### src/e2q_pkg.sv
// Shared constants, payload types and the arctangent helper function for the Euler-to-quaternion unit.
`default_nettype none

package e2q_pkg;

	// Field widths of the angle and quaternion items.
	localparam int ANGLE_BITS = 16;
	localparam int QUAT_BITS  = 16;

	// The three angles are worked on side by side, one lane each.
	localparam int LANES      = 3;
	localparam int LANE_ROLL  = 0;
	localparam int LANE_PITCH = 1;
	localparam int LANE_YAW   = 2;

	// CORDIC datapath and product widths (Q30 fixed point throughout).
	localparam int CORDIC_STEPS = 30;
	localparam int CW           = 34;
	localparam int PW           = 32;
	localparam int PROD_W       = 2 * PW;
	localparam int PROD_SHIFT   = 30;
	localparam int SUM_W        = PW + 1;
	localparam int OUT_W        = SUM_W + 2;

	// Scaling of a Q3 angle to a Q30 half angle.
	localparam int ANGLE_SHIFT = 32 - ANGLE_BITS;

	localparam logic signed [CW-1:0] Q30_HALF_PI = CW'(64'sd1686629713);
	localparam logic signed [CW-1:0] Q30_PI      = CW'(64'sd3373259426);
	localparam logic signed [CW-1:0] CORDIC_GAIN = CW'(64'sd652032874);

	localparam logic signed [PROD_W-1:0] PROD_RND = PROD_W'(64'sd1 <<< (PROD_SHIFT - 1));

	// Output quantisation: round half up to QUAT_BITS-1 fraction bits, or double at 32 bits.
	localparam int QUAT_SHIFT  = (QUAT_BITS <= 31) ? (31 - QUAT_BITS) : 0;
	localparam bit QUAT_DOUBLE = (QUAT_BITS == 32);
	localparam int QUAT_RPOS   = (QUAT_SHIFT > 0) ? (QUAT_SHIFT - 1) : 0;
	localparam logic signed [OUT_W-1:0] QUAT_RND =
		(QUAT_SHIFT > 0) ? OUT_W'(64'sd1 <<< QUAT_RPOS) : '0;
	localparam logic signed [OUT_W-1:0] QUAT_MAX = OUT_W'((64'sd1 <<< (QUAT_BITS - 1)) - 64'sd1);
	localparam logic signed [OUT_W-1:0] QUAT_MIN = OUT_W'(-(64'sd1 <<< (QUAT_BITS - 1)));

	// Register stages from input to the output register, and items the block can hold.
	localparam int PIPE_DEPTH = 1 + CORDIC_STEPS + 1 + 5;
	localparam int ITEM_CAP   = PIPE_DEPTH + 2;

	// Input item: the three Euler angles.
	typedef struct packed {
		logic signed [ANGLE_BITS-1:0] roll_angle;
		logic signed [ANGLE_BITS-1:0] pitch_angle;
		logic signed [ANGLE_BITS-1:0] yaw_angle;
	} angles_t;

	// Output item: the unit quaternion.
	typedef struct packed {
		logic signed [QUAT_BITS-1:0] quat_w;
		logic signed [QUAT_BITS-1:0] quat_x;
		logic signed [QUAT_BITS-1:0] quat_y;
		logic signed [QUAT_BITS-1:0] quat_z;
	} quat_t;

	// A reduced half angle and whether the cosine and sine must be negated.
	typedef struct packed {
		logic signed [CW-1:0] z;
		logic                 flip;
	} rot_t;

	// Cosine and sine of one half angle in Q30.
	typedef struct packed {
		logic signed [PW-1:0] c;
		logic signed [PW-1:0] s;
	} cs_t;

	// Arctangent of 2^-step in Q30 radians.
	function automatic logic signed [CW-1:0] atan_q30(input int step);
		logic signed [CW-1:0] r;
		case (step)
			0:  r = CW'(64'sh3243F6A8);
			1:  r = CW'(64'sh1DAC6705);
			2:  r = CW'(64'sh0FADBAFC);
			3:  r = CW'(64'sh07F56EA6);
			4:  r = CW'(64'sh03FEAB76);
			5:  r = CW'(64'sh01FFD55B);
			6:  r = CW'(64'sh00FFFAAA);
			7:  r = CW'(64'sh007FFF55);
			8:  r = CW'(64'sh003FFFEA);
			9:  r = CW'(64'sh001FFFFD);
			10: r = CW'(64'sh000FFFFF);
			11: r = CW'(64'sh0007FFFF);
			12: r = CW'(64'sh0003FFFF);
			13: r = CW'(64'sh0001FFFF);
			14: r = CW'(64'sh0000FFFF);
			15: r = CW'(64'sh00007FFF);
			16: r = CW'(64'sh00003FFF);
			17: r = CW'(64'sh00001FFF);
			18: r = CW'(64'sh00000FFF);
			19: r = CW'(64'sh000007FF);
			20: r = CW'(64'sh000003FF);
			21: r = CW'(64'sh000001FF);
			22: r = CW'(64'sh000000FF);
			23: r = CW'(64'sh0000007F);
			24: r = CW'(64'sh0000003F);
			25: r = CW'(64'sh0000001F);
			26: r = CW'(64'sh0000000F);
			27: r = CW'(64'sh00000008);
			28: r = CW'(64'sh00000004);
			29: r = CW'(64'sh00000002);
			default: r = '0;
		endcase
		return r;
	endfunction

endpackage

`default_nettype wire

### src/e2q_angle_prep.sv
// First pipeline stage: halves each angle into Q30 and folds it into the range of the CORDIC.
`default_nettype none

module e2q_angle_prep import e2q_pkg::*; (
	input  wire logic                   clk,
	input  wire logic                   arst_n,
	input  wire logic                   en,
	input  wire logic                   valid,
	input  wire angles_t                angles,
	output logic                        valid_s1,
	output rot_t [LANES-1:0]            rot_s1
);

	logic signed [ANGLE_BITS-1:0] ang [LANES];
	logic signed [CW-1:0]         th  [LANES];
	rot_t [LANES-1:0]             rot_d;

	assign ang[LANE_ROLL]  = angles.roll_angle;
	assign ang[LANE_PITCH] = angles.pitch_angle;
	assign ang[LANE_YAW]   = angles.yaw_angle;

	// Scale to a Q30 half angle, then move it into [-pi/2, pi/2] by a half turn if needed.
	always_comb begin
		for (int l = 0; l < LANES; l++) begin
			th[l] = CW'(ang[l]) <<< ANGLE_SHIFT;
			if (th[l] > Q30_HALF_PI) begin
				rot_d[l].z    = th[l] - Q30_PI;
				rot_d[l].flip = 1'b1;
			end else if (th[l] < -Q30_HALF_PI) begin
				rot_d[l].z    = th[l] + Q30_PI;
				rot_d[l].flip = 1'b1;
			end else begin
				rot_d[l].z    = th[l];
				rot_d[l].flip = 1'b0;
			end
		end
	end

	// The valid bit is reset; the payload simply follows it.
	always_ff @(posedge clk or negedge arst_n) begin
		if (!arst_n) begin
			valid_s1 <= 1'b0;
		end else if (en) begin
			valid_s1 <= valid;
		end
	end

	always_ff @(posedge clk) begin
		if (en) begin
			rot_s1 <= rot_d;
		end
	end

endmodule

`default_nettype wire

### config.mk
export PLATFORM = sky130hd
export DESIGN_NAME = e2q_angle_prep
export DESIGN_NICKNAME = d
export VERILOG_FILES = /design/src/e2q_pkg.sv /design/src/e2q_angle_prep.sv
export SDC_FILE = /design/constraint.sdc
export NUM_CORES = 1
export LEC_CHECK = 0
export ABC_CLOCK_PERIOD_IN_PS = 800
export BUFFER_PORTS_ARGS = -buffer_cell sky130_fd_sc_hd__clkbuf_2
export CAP_MARGIN = 20
export CELL_PAD_IN_SITES_DETAIL_PLACEMENT = 1
export CELL_PAD_IN_SITES_GLOBAL_PLACEMENT = 1
export CORE_MARGIN = 3
export CORE_UTILIZATION = 35
export CTS_BUF_LIST = sky130_fd_sc_hd__clkbuf_8
export DETAILED_ROUTE_END_ITERATION = 6
export PLACE_DENSITY = 0.81
export REMOVE_ABC_BUFFERS = 1
export SYNTH_ARGS = -nofsm -noshare
export SYNTH_HDL_FRONTEND = slang
export SYNTH_SLANG_ARGS = --single-unit
### constraint.sdc
create_clock -name clk -period 0.8 [get_ports clk]
set_input_delay 0.16 -clock clk [delete_from_list [all_inputs] [get_ports clk]]
set_output_delay 0.16 -clock clk [all_outputs]
set_load 0.02 [all_outputs]
== Word-level counts from Yosys, hierarchy flattened ==
Index checks and enable logic that the tools add are counted.
W data, S select, Z words.
Storage, ports and cells
  bits in registers: 106
  bits of input ports: 52
  output and inout port bits: 106
  logic and storage cells: 25
Operators by class
  add/subtract/negate cells: 6
  magnitude comparators: 6
  mux-type cells: 6
Operators by type and width (count)
  $mux W35: 6
  $add A32 B33 Y34 const B: 3
  $sub A32 B33 Y34 const B: 3
  $gt A32 B32 Y1 const B: 3
  $lt A32 B32 Y1 const B: 3

== Longest topological paths before layout ==
  depth after elaboration: 3
  gate-level depth with buffers: 14
  gate-level depth less buffers: 13

== Least setup slack after synthesis ==
OpenSTA, ideal clock, no wires.
  kind: input port to flip-flop
  start: in angles[32] (netlist bit)
  end: reg rot_s1[28] (netlist bit) (data pin)
  library setup time: 269 ps
  arrival: 2255 ps
  data required time: 531 ps
  path slack: -1724 ps
  stages on the path: 13
  buffers on the path: 2
  cell sequence: inv_1 > ha_1 > nand2b_1 > a41o_1 > a31o_2 > a311oi_1 > nor2_1 > ha_1 > clkbuf_1 > clkbuf_1 > nand3_1 > mux2i_1 > xor2_1
RTL lines
  start, declared: RTL line e2q_angle_prep.sv:9  | input wire angles_t angles,
  end signal, assigned: RTL line e2q_angle_prep.sv:50  | rot_s1 <= rot_d;
  end, declared: RTL line e2q_angle_prep.sv:11  | output rot_t [LANES-1:0] rot_s1

==> impl_metrics.csv <==
group,metric,value,unit
flow_run,cap_violations,0,
synthesis,synth_top_family_by_area,"simple AND/OR/NAND/NOR gates",
clock_network,clk_pin_slew,0.08,ns
sta,layout_setup_ws,-1.40,ns
routing,highest_layer,"met4",
power,ir_worst_vdd,0.00103,V
setup_path,worstRegToRegCells,1,
die,die-area,14300,sq um
synthesis,synth_area,4510,sq um
finish,stdcell_area,8020,sq um
die,num_rows,40,
setup_path,reg2reg_slack,0.01,ns
grt,first_global_vias,4918,
clock_network,clock-root-buffer,"clkbuf_8",
synthesis,synth_xor_area_share,7.96,%
clock_network,cts_buffers,9,
synthesis,syn_area_per_cell,10.2,sq um
routing,drcViolationCount,0,
sta,fin_worst_skew,0,ns
sta,finalHoldViolations,0,
sta,min_period_over_period,274,%
routing,num_vias,4604,
routing,antenna_left,0,
sta,finalSetupViolations,166,
die,initial_core_util,36.7,%
grt,grt_pass1_wl,26.5,mm
min_path,hp-class,"input pin to register",
die,die_h,120,um
outcome,outcome,"finished with violations",
synthesis,syn-instance-count,444,
synthesis,seq_area_frac_synth,42.5,%
synthesis,synth_edf_count,63,
finish,mostFrequentLayoutCell,"buf_6",
setup_path,cp.required,1.00,ns
setup_path,worstSetupEndpointType,"register",
placement,io_buffers,154,
sta,fmax,455,MHz
placement,dp.cells,804,
clock_network,clock_latency,0.37,ns
sta,rsz0062_at_grt,"yes",
die,die_w,120,um
finish,drive_above_1_share,63.5,%
routing,via_per_inst,5.27,
synthesis,synth_warnings,0,
grt,grt_usage,23.7,%
sta,tns,-107.67,ns
setup_path,crit_path_start_kind,"input pin",
sta,drv_slew,0,
clock_network,clk_path_buf_depth,2,
routing,wl_met1,7.12,mm
setup_path,arrival,2.40,ns
finish,instances_no_fill,873,
finish,nets,766,
die,ios,158,
routing,route.met3.wl,897,um
setup_path,path_class,"input pin to register",
setup_path,path_max_fanout,6,
sta,slew_headroom,64.4,%
grt,antenna_found_initial,0,
power,leakage,3.56,nW
setup_path,r2r-start,"valid_s1",
outcome,violations,"negative setup slack",
setup_path,path_cells,"clkbuf_2, ha_4, a41o_1, a31o_2, a311oi_2, nor2_1, ha_2, buf_12, o21a_1, o21ai_1, mux2i_1, xor2_1",
synthesis,synth_fa_ha_area_share,3.88,%
placement,gp_congestion,0.975,
power,powerDensity,1570,nW/um^2
placement,dp_hpwl,11.5,mm
synthesis,synthSimpleGateAreaFrac,14.8,%
routing,wirelength,19.5,mm
finish,fill_cells,1301,
synthesis,ys_types,63,
sta,fin_hold_ws,0.0534,ns
sta,tightest_slew,0.535,ns
synthesis,ys_ff_latch,64,
grt,grt_max_degree,17,
setup_path,critPathSlowestCell,"ha_2",
routing,dr_wl_met2,10.8,mm
routing,wl_per_cell,22.3,um
clock_network,cts_tree,"built",
routing,drtIter0Drc,233,
clock_network,h-tree-depth,3,
finish,final_cell_mix,"buf_6, buf_4, edfxtp_1, clkbuf_2",
grt,grt_overflow_total,0,
clock_network,clock_sinks,64,
placement,placed_area,5900,sq um
setup_path,critical-path-max-stage-delay,0.38,ns
placement,dp_slack,-1.95,ns
finish,area.growth.synth_to_final,77.6,%
sta,period_minus_slack,2.20,ns
power,power,12.6,mW
finish,diodes,0,
synthesis,synthFlopType,"edfxtp_1",
setup_path,cp-endpoint,"rot_s1[29]",
synthesis,synth_compound_area_share,13.1,%
synthesis,ys_async_sr_fraction,1.56,%
setup_path,critical_path.startpoint,"angles[36]",
setup_path,crit-reg2reg-capture,"valid_s1",
finish,postLayoutCoreUtil,65.1,%
die,core-area,12300,sq um
routing,drt_first_pass_iters,5,
synthesis,synthMuxAreaShare,5.60,%
-- worst max-delay path: cells and delay by family --
family          cells  cell delay, ns
simple gates        1            0.09
mux                 1            0.21
xor+xnor            1            0.22
compound gates      5            0.91
fa+ha+maj           2            0.55
buf+inv             2            0.25
-- layout make-up --
cell class	instances	area, sq um	share of cell area, %
inverters	22	128	1.59
clock inverters	7	55.1	0.687
flip-flops and latches	64	1920	23.9
multi-input cells	287	2700	33.7
clock buffers	9	124	1.55
well taps	168	210	2.62
repair buffers	316	2880	35.9
-- routing by layer --
| layer | vias to the layer above | global-route usage [%] |
|---|---|---|
| li1 | 2060 | - |
| met3 | 54 | 4.62 |
| met4 | 0 | 10.0 |
| met2 | 214 | 43.7 |
| met1 | 2276 | 26.6 |
| met5 | - | 0 |
-- flip-flops by register name, indices dropped and copies added (netlist names) --
name	flops
rot_s1	63
valid_s1	1
-- logic make-up (layout without fill, tap and decap cells) --
| group | after synthesis | in the layout |
|---|---|---|
| AOI/OAI and AO/OA | 79 | 79 |
| xor gates and xnor gates | 41 | 41 |
| adders and majority gates | 14 | 14 |
| buffers and inverters | 95 | 354 |
| DFF | 64 | 64 |
| muxes | 25 | 25 |
| other | 1 | 3 |
| and+or+nand+nor | 125 | 125 |
-- how the worst min path moves through the flow --
stage	cells past startpoint	startpoint	end
final	2	valid	valid_s1
after global routing	2	valid	valid_s1
after CTS	2	valid	valid_s1
after detailed placement	1	arst_n	valid_s1
after global placement	1	arst_n	valid_s1
after floorplan	0	arst_n	valid_s1
-- power by group --
part | switching [mW] | total, mW | leakage [nW] | internal (mW)
Clock | 1.40 | 2.78 | 0.100 | 1.39
Combinational | 2.67 | 5.37 | 2.83 | 2.70
Sequential | 0.261 | 4.47 | 0.627 | 4.21
Total | 4.33 | 12.6 | 3.56 | 8.30
-- cells in the mapped netlist, types with 10 or more instances --
| cell type | n | area (sq um) |
|---|---|---|
| nand3_1 | 13 | 65.1 |
| buf_4 | 42 | 315 |
| nor3_1 | 10 | 50.1 |
| xnor2_1 | 26 | 228 |
| a21oi_1 | 14 | 70.1 |
| ha_1 | 14 | 175 |
| nand2b_1 | 10 | 62.6 |
| clkbuf_1 | 20 | 75.1 |
| nor2_1 | 15 | 56.3 |
| o21ai_0 | 15 | 75.1 |
| nand2_1 | 34 | 128 |
| inv_1 | 21 | 78.8 |
| edfxtp_1 | 63 | 1890 |
| xor2_1 | 15 | 131 |
| mux2i_1 | 23 | 230 |
-- repair_timing --
action / in CTS / in global routing
gates cloned: 0 / 0
pin swaps: 66 / 44
endpoints found under the setup margin: 166 / 166
gates resized for setup: 159 / 367
hold endpoints to repair: 1 / 0
setup buffers: 40 / 16
hold buffers: 1 / 0
No activity file was read; power rests on OpenSTA's default activity.
