### config.mk
export PLATFORM = sky130hd
export DESIGN_NAME = e2q_out_buf
export DESIGN_NICKNAME = d
export VERILOG_FILES = /design/src/e2q_pkg.sv /design/src/e2q_out_buf.sv
export SDC_FILE = /design/constraint.sdc
export NUM_CORES = 1
export LEC_CHECK = 0
export CORE_UTILIZATION = 35
export DETAILED_ROUTE_END_ITERATION = 8
export DONT_BUFFER_PORTS = 1
export PLACE_DENSITY = 0.6
export SLEW_MARGIN = 5
export SYNTH_ARGS = -nofsm -noshare
export SYNTH_HDL_FRONTEND = slang
export SYNTH_SLANG_ARGS = --single-unit
### constraint.sdc
create_clock -name clk -period 7.95 [get_ports clk]
set_input_delay 1.1925 -clock clk [delete_from_list [all_inputs] [get_ports clk]]
set_output_delay 1.1925 -clock clk [all_outputs]
set_load 0.02 [all_outputs]
### src/e2q_pkg.sv
// Shared constants, payload types and the arctangent helper function for the Euler-to-quaternion unit.
`default_nettype none

package e2q_pkg;

	// Field widths of the angle and quaternion items.
	localparam int ANGLE_BITS = 16;
	localparam int QUAT_BITS  = 16;

	// The three angles are worked on side by side, one lane each.
	localparam int LANES      = 3;
	localparam int LANE_ROLL  = 0;
	localparam int LANE_PITCH = 1;
	localparam int LANE_YAW   = 2;

	// CORDIC datapath and product widths (Q30 fixed point throughout).
	localparam int CORDIC_STEPS = 30;
	localparam int CW           = 34;
	localparam int PW           = 32;
	localparam int PROD_W       = 2 * PW;
	localparam int PROD_SHIFT   = 30;
	localparam int SUM_W        = PW + 1;
	localparam int OUT_W        = SUM_W + 2;

	// Scaling of a Q3 angle to a Q30 half angle.
	localparam int ANGLE_SHIFT = 32 - ANGLE_BITS;

	localparam logic signed [CW-1:0] Q30_HALF_PI = CW'(64'sd1686629713);
	localparam logic signed [CW-1:0] Q30_PI      = CW'(64'sd3373259426);
	localparam logic signed [CW-1:0] CORDIC_GAIN = CW'(64'sd652032874);

	localparam logic signed [PROD_W-1:0] PROD_RND = PROD_W'(64'sd1 <<< (PROD_SHIFT - 1));

	// Output quantisation: round half up to QUAT_BITS-1 fraction bits, or double at 32 bits.
	localparam int QUAT_SHIFT  = (QUAT_BITS <= 31) ? (31 - QUAT_BITS) : 0;
	localparam bit QUAT_DOUBLE = (QUAT_BITS == 32);
	localparam int QUAT_RPOS   = (QUAT_SHIFT > 0) ? (QUAT_SHIFT - 1) : 0;
	localparam logic signed [OUT_W-1:0] QUAT_RND =
		(QUAT_SHIFT > 0) ? OUT_W'(64'sd1 <<< QUAT_RPOS) : '0;
	localparam logic signed [OUT_W-1:0] QUAT_MAX = OUT_W'((64'sd1 <<< (QUAT_BITS - 1)) - 64'sd1);
	localparam logic signed [OUT_W-1:0] QUAT_MIN = OUT_W'(-(64'sd1 <<< (QUAT_BITS - 1)));

	// Register stages from input to the output register, and items the block can hold.
	localparam int PIPE_DEPTH = 1 + CORDIC_STEPS + 1 + 5;
	localparam int ITEM_CAP   = PIPE_DEPTH + 2;

	// Input item: the three Euler angles.
	typedef struct packed {
		logic signed [ANGLE_BITS-1:0] roll_angle;
		logic signed [ANGLE_BITS-1:0] pitch_angle;
		logic signed [ANGLE_BITS-1:0] yaw_angle;
	} angles_t;

	// Output item: the unit quaternion.
	typedef struct packed {
		logic signed [QUAT_BITS-1:0] quat_w;
		logic signed [QUAT_BITS-1:0] quat_x;
		logic signed [QUAT_BITS-1:0] quat_y;
		logic signed [QUAT_BITS-1:0] quat_z;
	} quat_t;

	// A reduced half angle and whether the cosine and sine must be negated.
	typedef struct packed {
		logic signed [CW-1:0] z;
		logic                 flip;
	} rot_t;

	// Cosine and sine of one half angle in Q30.
	typedef struct packed {
		logic signed [PW-1:0] c;
		logic signed [PW-1:0] s;
	} cs_t;

	// Arctangent of 2^-step in Q30 radians.
	function automatic logic signed [CW-1:0] atan_q30(input int step);
		logic signed [CW-1:0] r;
		case (step)
			0:  r = CW'(64'sh3243F6A8);
			1:  r = CW'(64'sh1DAC6705);
			2:  r = CW'(64'sh0FADBAFC);
			3:  r = CW'(64'sh07F56EA6);
			4:  r = CW'(64'sh03FEAB76);
			5:  r = CW'(64'sh01FFD55B);
			6:  r = CW'(64'sh00FFFAAA);
			7:  r = CW'(64'sh007FFF55);
			8:  r = CW'(64'sh003FFFEA);
			9:  r = CW'(64'sh001FFFFD);
			10: r = CW'(64'sh000FFFFF);
			11: r = CW'(64'sh0007FFFF);
			12: r = CW'(64'sh0003FFFF);
			13: r = CW'(64'sh0001FFFF);
			14: r = CW'(64'sh0000FFFF);
			15: r = CW'(64'sh00007FFF);
			16: r = CW'(64'sh00003FFF);
			17: r = CW'(64'sh00001FFF);
			18: r = CW'(64'sh00000FFF);
			19: r = CW'(64'sh000007FF);
			20: r = CW'(64'sh000003FF);
			21: r = CW'(64'sh000001FF);
			22: r = CW'(64'sh000000FF);
			23: r = CW'(64'sh0000007F);
			24: r = CW'(64'sh0000003F);
			25: r = CW'(64'sh0000001F);
			26: r = CW'(64'sh0000000F);
			27: r = CW'(64'sh00000008);
			28: r = CW'(64'sh00000004);
			29: r = CW'(64'sh00000002);
			default: r = '0;
		endcase
		return r;
	endfunction

endpackage

`default_nettype wire

### src/e2q_out_buf.sv
// Output register with a skid stage, so that the pipeline stall is taken from a register.
`default_nettype none

module e2q_out_buf import e2q_pkg::*; (
	input  wire logic                   clk,
	input  wire logic                   arst_n,
	input  wire logic                   valid,
	input  wire quat_t                  data,
	output logic                        ready,
	output logic                        out_valid,
	output quat_t                       out_data,
	input  wire logic                   stall
);

	logic  skid_valid_q;
	quat_t skid_q;
	logic  push;
	logic  pop;

	// The pipeline advances as long as the skid stage is empty.
	assign ready = !skid_valid_q;
	assign push  = valid && ready;
	assign pop   = out_valid && !stall;

	// Control: an item goes to the output register when it is free or being emptied, else to the skid stage.
	always_ff @(posedge clk or negedge arst_n) begin
		if (!arst_n) begin
			out_valid    <= 1'b0;
			skid_valid_q <= 1'b0;
		end else if (skid_valid_q) begin
			if (pop) begin
				skid_valid_q <= 1'b0;
			end
		end else if (push) begin
			if (out_valid && !pop) begin
				skid_valid_q <= 1'b1;
			end else begin
				out_valid <= 1'b1;
			end
		end else if (pop) begin
			out_valid <= 1'b0;
		end
	end

	// Payload moves with the same decisions.
	always_ff @(posedge clk) begin
		if (skid_valid_q) begin
			if (pop) begin
				out_data <= skid_q;
			end
		end else if (push) begin
			if (out_valid && !pop) begin
				skid_q <= data;
			end else begin
				out_data <= data;
			end
		end
	end

endmodule

`default_nettype wire

# Word-level counts from Yosys, hierarchy flattened
# Cells that the tools add are included.
[word_totals]
register_bits = 130
latch_bits = 0
ramBits = 0
romBits = 0
in_bits = 68
output_inout_bits = 66
wordCells = 36
mem_count = 0
[op_classes]
n_addsub = 0
multipliers = 0
div_mod_pow = 0
magnitude_cmp = 0
eq_ne = 3
shift = 0
mux = 11
bitwise = 1
reduce_logical = 11
[ops]
columns = ["cell", "count"]
rows = [
  ["64-bit two-way mux", 4],
  ["3-bit AND reduction", 3],
  ["1-bit two-way mux", 7],
  ["2-bit inequality test (second input constant)", 2],
  ["2-bit nonzero test", 2],
  ["1-bit logical AND", 3],
  ["1-bit zero test", 3],
  ["2-bit by 1-bit inequality test with 1-bit output (second input constant)", 1],
  ["1-bit inverter", 1],
]

# Logic depth before layout (Yosys ltp)
[depth]
ltp_word = 7
ltp_mapped = 5
depth_no_buf = 2

# Worst setup path after synthesis
# Ideal clock, no wire load.
[synth_timing]
path_type = "input-to-reg"
start = "input stall"
end = "register out_data[0] (netlist name), enable pin"
setup_time_ns = 0.584
arrival_time_ns = 5.932
setup_slack_ns = 1.434
stages = 2
path_buffers = 0
cell_sequence = "nand2_1 -> a21boi_0"
[synth_via]
elab_chain_len = 6
elab_cells_between_ends = 7
classes_between = "eq/ne: 2; reduce/logical: 5"
[synth_lines]
columns = ["item", "line", "source"]
rows = [
  ["from (decl)", "e2q_out_buf.sv:12", "input wire logic stall"],
  ["1-bit zero test *", "e2q_out_buf.sv:23", "assign pop = out_valid && !stall;"],
  ["1-bit logical AND *", "e2q_out_buf.sv:23", ""],
  ["1-bit zero test", "e2q_out_buf.sv:52", "if (out_valid && !pop) begin"],
  ["1-bit logical AND", "e2q_out_buf.sv:52", ""],
  ["2-bit inequality test (no source line)", "n/a", ""],
  ["3-bit AND reduction (no source line) *", "n/a", ""],
  ["to (signal assigned)", "e2q_out_buf.sv:49", "out_data <= skid_q;"],
  ["to (signal assigned)", "e2q_out_buf.sv:55", "out_data <= data;"],
  ["to (decl)", "e2q_out_buf.sv:11", "output quat_t out_data,"],
]
# Mark *: on every way between the ends. The rest lies on a longest branch, timed or not.
# A chain may end at the register's enable or synchronous reset.

# Final worst setup path
[layout_timing]
start = "register skid_valid_q"
end = "output ready"
[layout_via]
elab_chain_len = 1
[layout_lines]
columns = ["item", "line", "source"]
rows = [
  ["from (decl)", "e2q_out_buf.sv:15", "logic skid_valid_q;"],
  ["from (signal assigned)", "e2q_out_buf.sv:29", "skid_valid_q <= 1'b0;"],
  ["from (signal assigned)", "e2q_out_buf.sv:32", "skid_valid_q <= 1'b0;"],
  ["from (signal assigned)", "e2q_out_buf.sv:36", "skid_valid_q <= 1'b1;"],
  ["1-bit zero test", "e2q_out_buf.sv:21", "assign ready = !skid_valid_q;"],
  ["to (decl)", "e2q_out_buf.sv:9", "output logic ready,"],
]
# No other way between the ends.

==> summary.md <==
| Metric | Value |
|---|---|
| Outcome | finished clean |
| CTS Hold Bufs | 0 |
| Worst clock skew | 0.007936 ns |
| Grt total ovfl | 0 |
| Clock Sink Count | 130 |
| Top-level I/O count | 134 |
| PortBufs | 0 |
| Final min period | 2.921 ns |
| Setup TNS | 0 ns |
| Cell breakdown of the critical path | inv_1 |
| Largest cells by area after synthesis | edfxtp_1 (81%), mux2_2 (14%), mux2_4 (1.9%) |
| Worst-path clk slew | 0.06 ns |
| CP Launch Type | flop |
| Most instantiated cells after synthesis | edfxtp_1 (128), mux2_2 (58), mux2_4 (6) |
| Initial core utilization | 35.85% |
| Crit Path Class | reg -> out |
| PD cells | 422.4 mW/mm2 |
| Post-synthesis net count | 281 |
| Overall global routing resource usage | 12.00% |
| Placed Instances | 383 |
| Post-synth EDFFs | 128 |
| RSZ-0062 raised after global routing | no |
| GP Congestion | 0.7095 |
| Arrival time at the worst endpoint | 1.73 ns |
| Layout cells sized above 1 | 40.34% |
| ANT nets after route | 0 |
| Yosys cell types | 13 |
| CTS tree | done |
| Mapped cell area | 0.004747 mm2 |
| CORE AREA | 0.01324 mm2 |
| Top FF cell, synth | edfxtp_1 |
| Post-synth top area share | 80.97% |
| Post-synthesis mux area share | 15.66% |
| Flops & latches, synth | 130 |
| Post-CTS sizing | 0 |
| Die H | 118.5 um |
| WP buf/inv | 1 |
| P_leak | 0.001811 uW |
| Post-route insts no fill | 414 |
| Critical path's largest stage delay | 1.02 ns |
| DR DRC count | 0 |
| Die ar. | 0.01403 mm2 |
| Measured slew at the worst slew-check pin | 0.9276 ns |
| PnR worst setup slack | 5.029 ns |
| Synth-to-layout area growth | 16.29% |
| Initial DRC Count | 149 |
| Slowest library cell on the worst path | dfrtp_4 |
| Yosys top cell by area | edfxtp_1 |
| Top-count cell post-synth | edfxtp_1 |
| Initial antenna violation count | 0 |
| Slew margin rel. | 38.16% |
| Post-synthesis compound-gate area fraction | 0.4744% |
| Design area | 0.005520 mm2 |
| Antenna diode count | 0 |
| CTS Buf Count | 17 |
| Root Buffer | clkbuf_16 |
| Via count | 1,960 |
| CP endpoint kind | primary output |
| Maximum fanout along the worst path | 69 |
| First-pass GRT wire length | 12.30 mm |
| Largest buffer count on any clock path | 2 |
| XOR/XNOR share of the synthesized area | 0% |
| Number of global-route vias before repair | 2,069 |
| Worst path top cell family by delay | flip-flops |
| Post-synthesis cell count | 213 |
| Peak supply drop | 0.0003540 V |
| DP HPWL | 4.847 mm |
| Largest net degree at the start of global routing | 70 |
| Synth Area in Adders | 0% |
| Required @ worst endpoint | 6.76 ns |
| Final setup viols | 0 |
| Avg Cell Area, Syn | 22.29 um2 |
| Place WS | 4.946 ns |
| Dpl cell area | 0.004946 mm2 |
| Row count | 42 |
| Period utilization | 36.74% |
| Routed WL | 7.926 mm |
| Pre-antenna DRT Iters | 4 |
| Max Cap Viol | 0 |
| Simple-gate portion of the synthesized area | 0.4481% |
| DR vias/cell | 4.734 |
| Register area | 0.003897 mm2 |
| Total power | 2332 uW |
| Nets | 294 |
| Fin. Hold Viols | 0 |
| Skew-Pair Late Insertion Delay | 0.40 ns |
| H-tree depth | 4 |
| Die X | 118.5 um |
| Sequential fraction of the synthesis area | 82.02% |
| # Post-CTS Setup Buffers | 0 |
| Fmax achieved | 342.3 MHz |
| WL/cell | 19.14 um |
| Worst hold path type | in -> async |
| Final Max Slew Viols | 0 |
| Synth warnings | 0 |
| Asr flop ratio synth | 1.538% |
| Main combinational cell family by area after synthesis | multiplexers |
| Area taken by multi-input logic gates | 805.8 um2 |
| Fill count | 1,218 |
## metal layers
layer  global-route usage [%]  share of wire, %  vias to the layer above
met5                        0                 0                        -
met4                    6.408               1.7                        0
met3                    5.936               8.4                        9
met2                    17.79                48                       90
met1                    14.29                42                      985
li1                         -                 -                      876
## worst reg2reg max path: cells and delay by family, from the launching register on
family,cells,cell delay (ns)
buffers and inverters,1,0.56
and+or+nand+nor,2,1.08
DFF,1,0.80
## registers in the layout, indices dropped and copies added, names as in the netlist
register and flops:
out_valid 1, skid_valid_q 1, skid_q 64, out_data 64
## layout make-up
cell class / instances / share of cell area (%)
inverter: 2 / 0.1360
timing repair buffer: 2 / 0.2720
clock inverter: 12 / 2.561
tap: 176 / 3.989
sequential: 130 / 70.60
multi-input combinational: 73 / 14.60
clock buffer: 19 / 7.842
## per-stage QoR
stage          utilization, %  hold WS [ns]
3_3_place_gp            37.35        0.5318
4_1_cts                 41.69        0.4508
2_1_floorplan               -        0.5231
6_report                41.69        0.4785
3_5_place_dp            37.35        0.5324
5_1_grt                 41.69        0.4485
## worst paths after layout
check | startpoint | end | slack, ns | cells past startpoint
max in group asynchronous | arst_n | skid_valid_q | 7.40 | 0
setup / recovery | skid_valid_q | ready | 5.03 | 1
hold / removal | arst_n | skid_valid_q | 0.48 | 0
setup reg to reg | skid_valid_q | skid_q[43] | 5.12 | 3
min in group clk | skid_q[30] | out_data[30] | 0.55 | 1
hold reg to reg | skid_q[30] | out_data[30] | 0.55 | 1
## cell families (layout without fill, tap and decap cells)
kind of cell    after synthesis  in the layout
compound gates                4              4
flops                       130            130
mux                          64             64
simple gates                  5              5
buf+inv                      10             35
## where the power goes
part	switching (uW)	internal, uW	total [uW]
sequential	292	1010	1310
clock	266	486	753
combinational	128	144	273
total	686	1650	2330
## placed cells by master (no fill, tap or decap)
| cell type | netlist | layout |
|---|---|---|
| nand2_1 | 3 | 3 |
| clkinv_1 | 0 | 2 |
| dfrtp_4 | 0 | 1 |
| nand2b_1 | 1 | 1 |
| a21oi_1 | 2 | 2 |
| buf_4 | 0 | 2 |
| mux2_4 | 6 | 6 |
| edfxtp_1 | 128 | 128 |
| o21ai_0 | 1 | 1 |
| a21boi_4 | 0 | 1 |
| clkbuf_1 | 0 | 2 |
| inv_1 | 2 | 2 |
| clkinv_4 | 0 | 1 |
| clkinv_2 | 0 | 4 |
| clkinvlp_4 | 0 | 2 |
| bufinv_16 | 0 | 3 |
| clkbuf_16 | 0 | 17 |
| dfrtp_1 | 2 | 1 |
| mux2_2 | 58 | 58 |
| nor2_4 | 0 | 1 |
(Power assumes the default switching activity.)
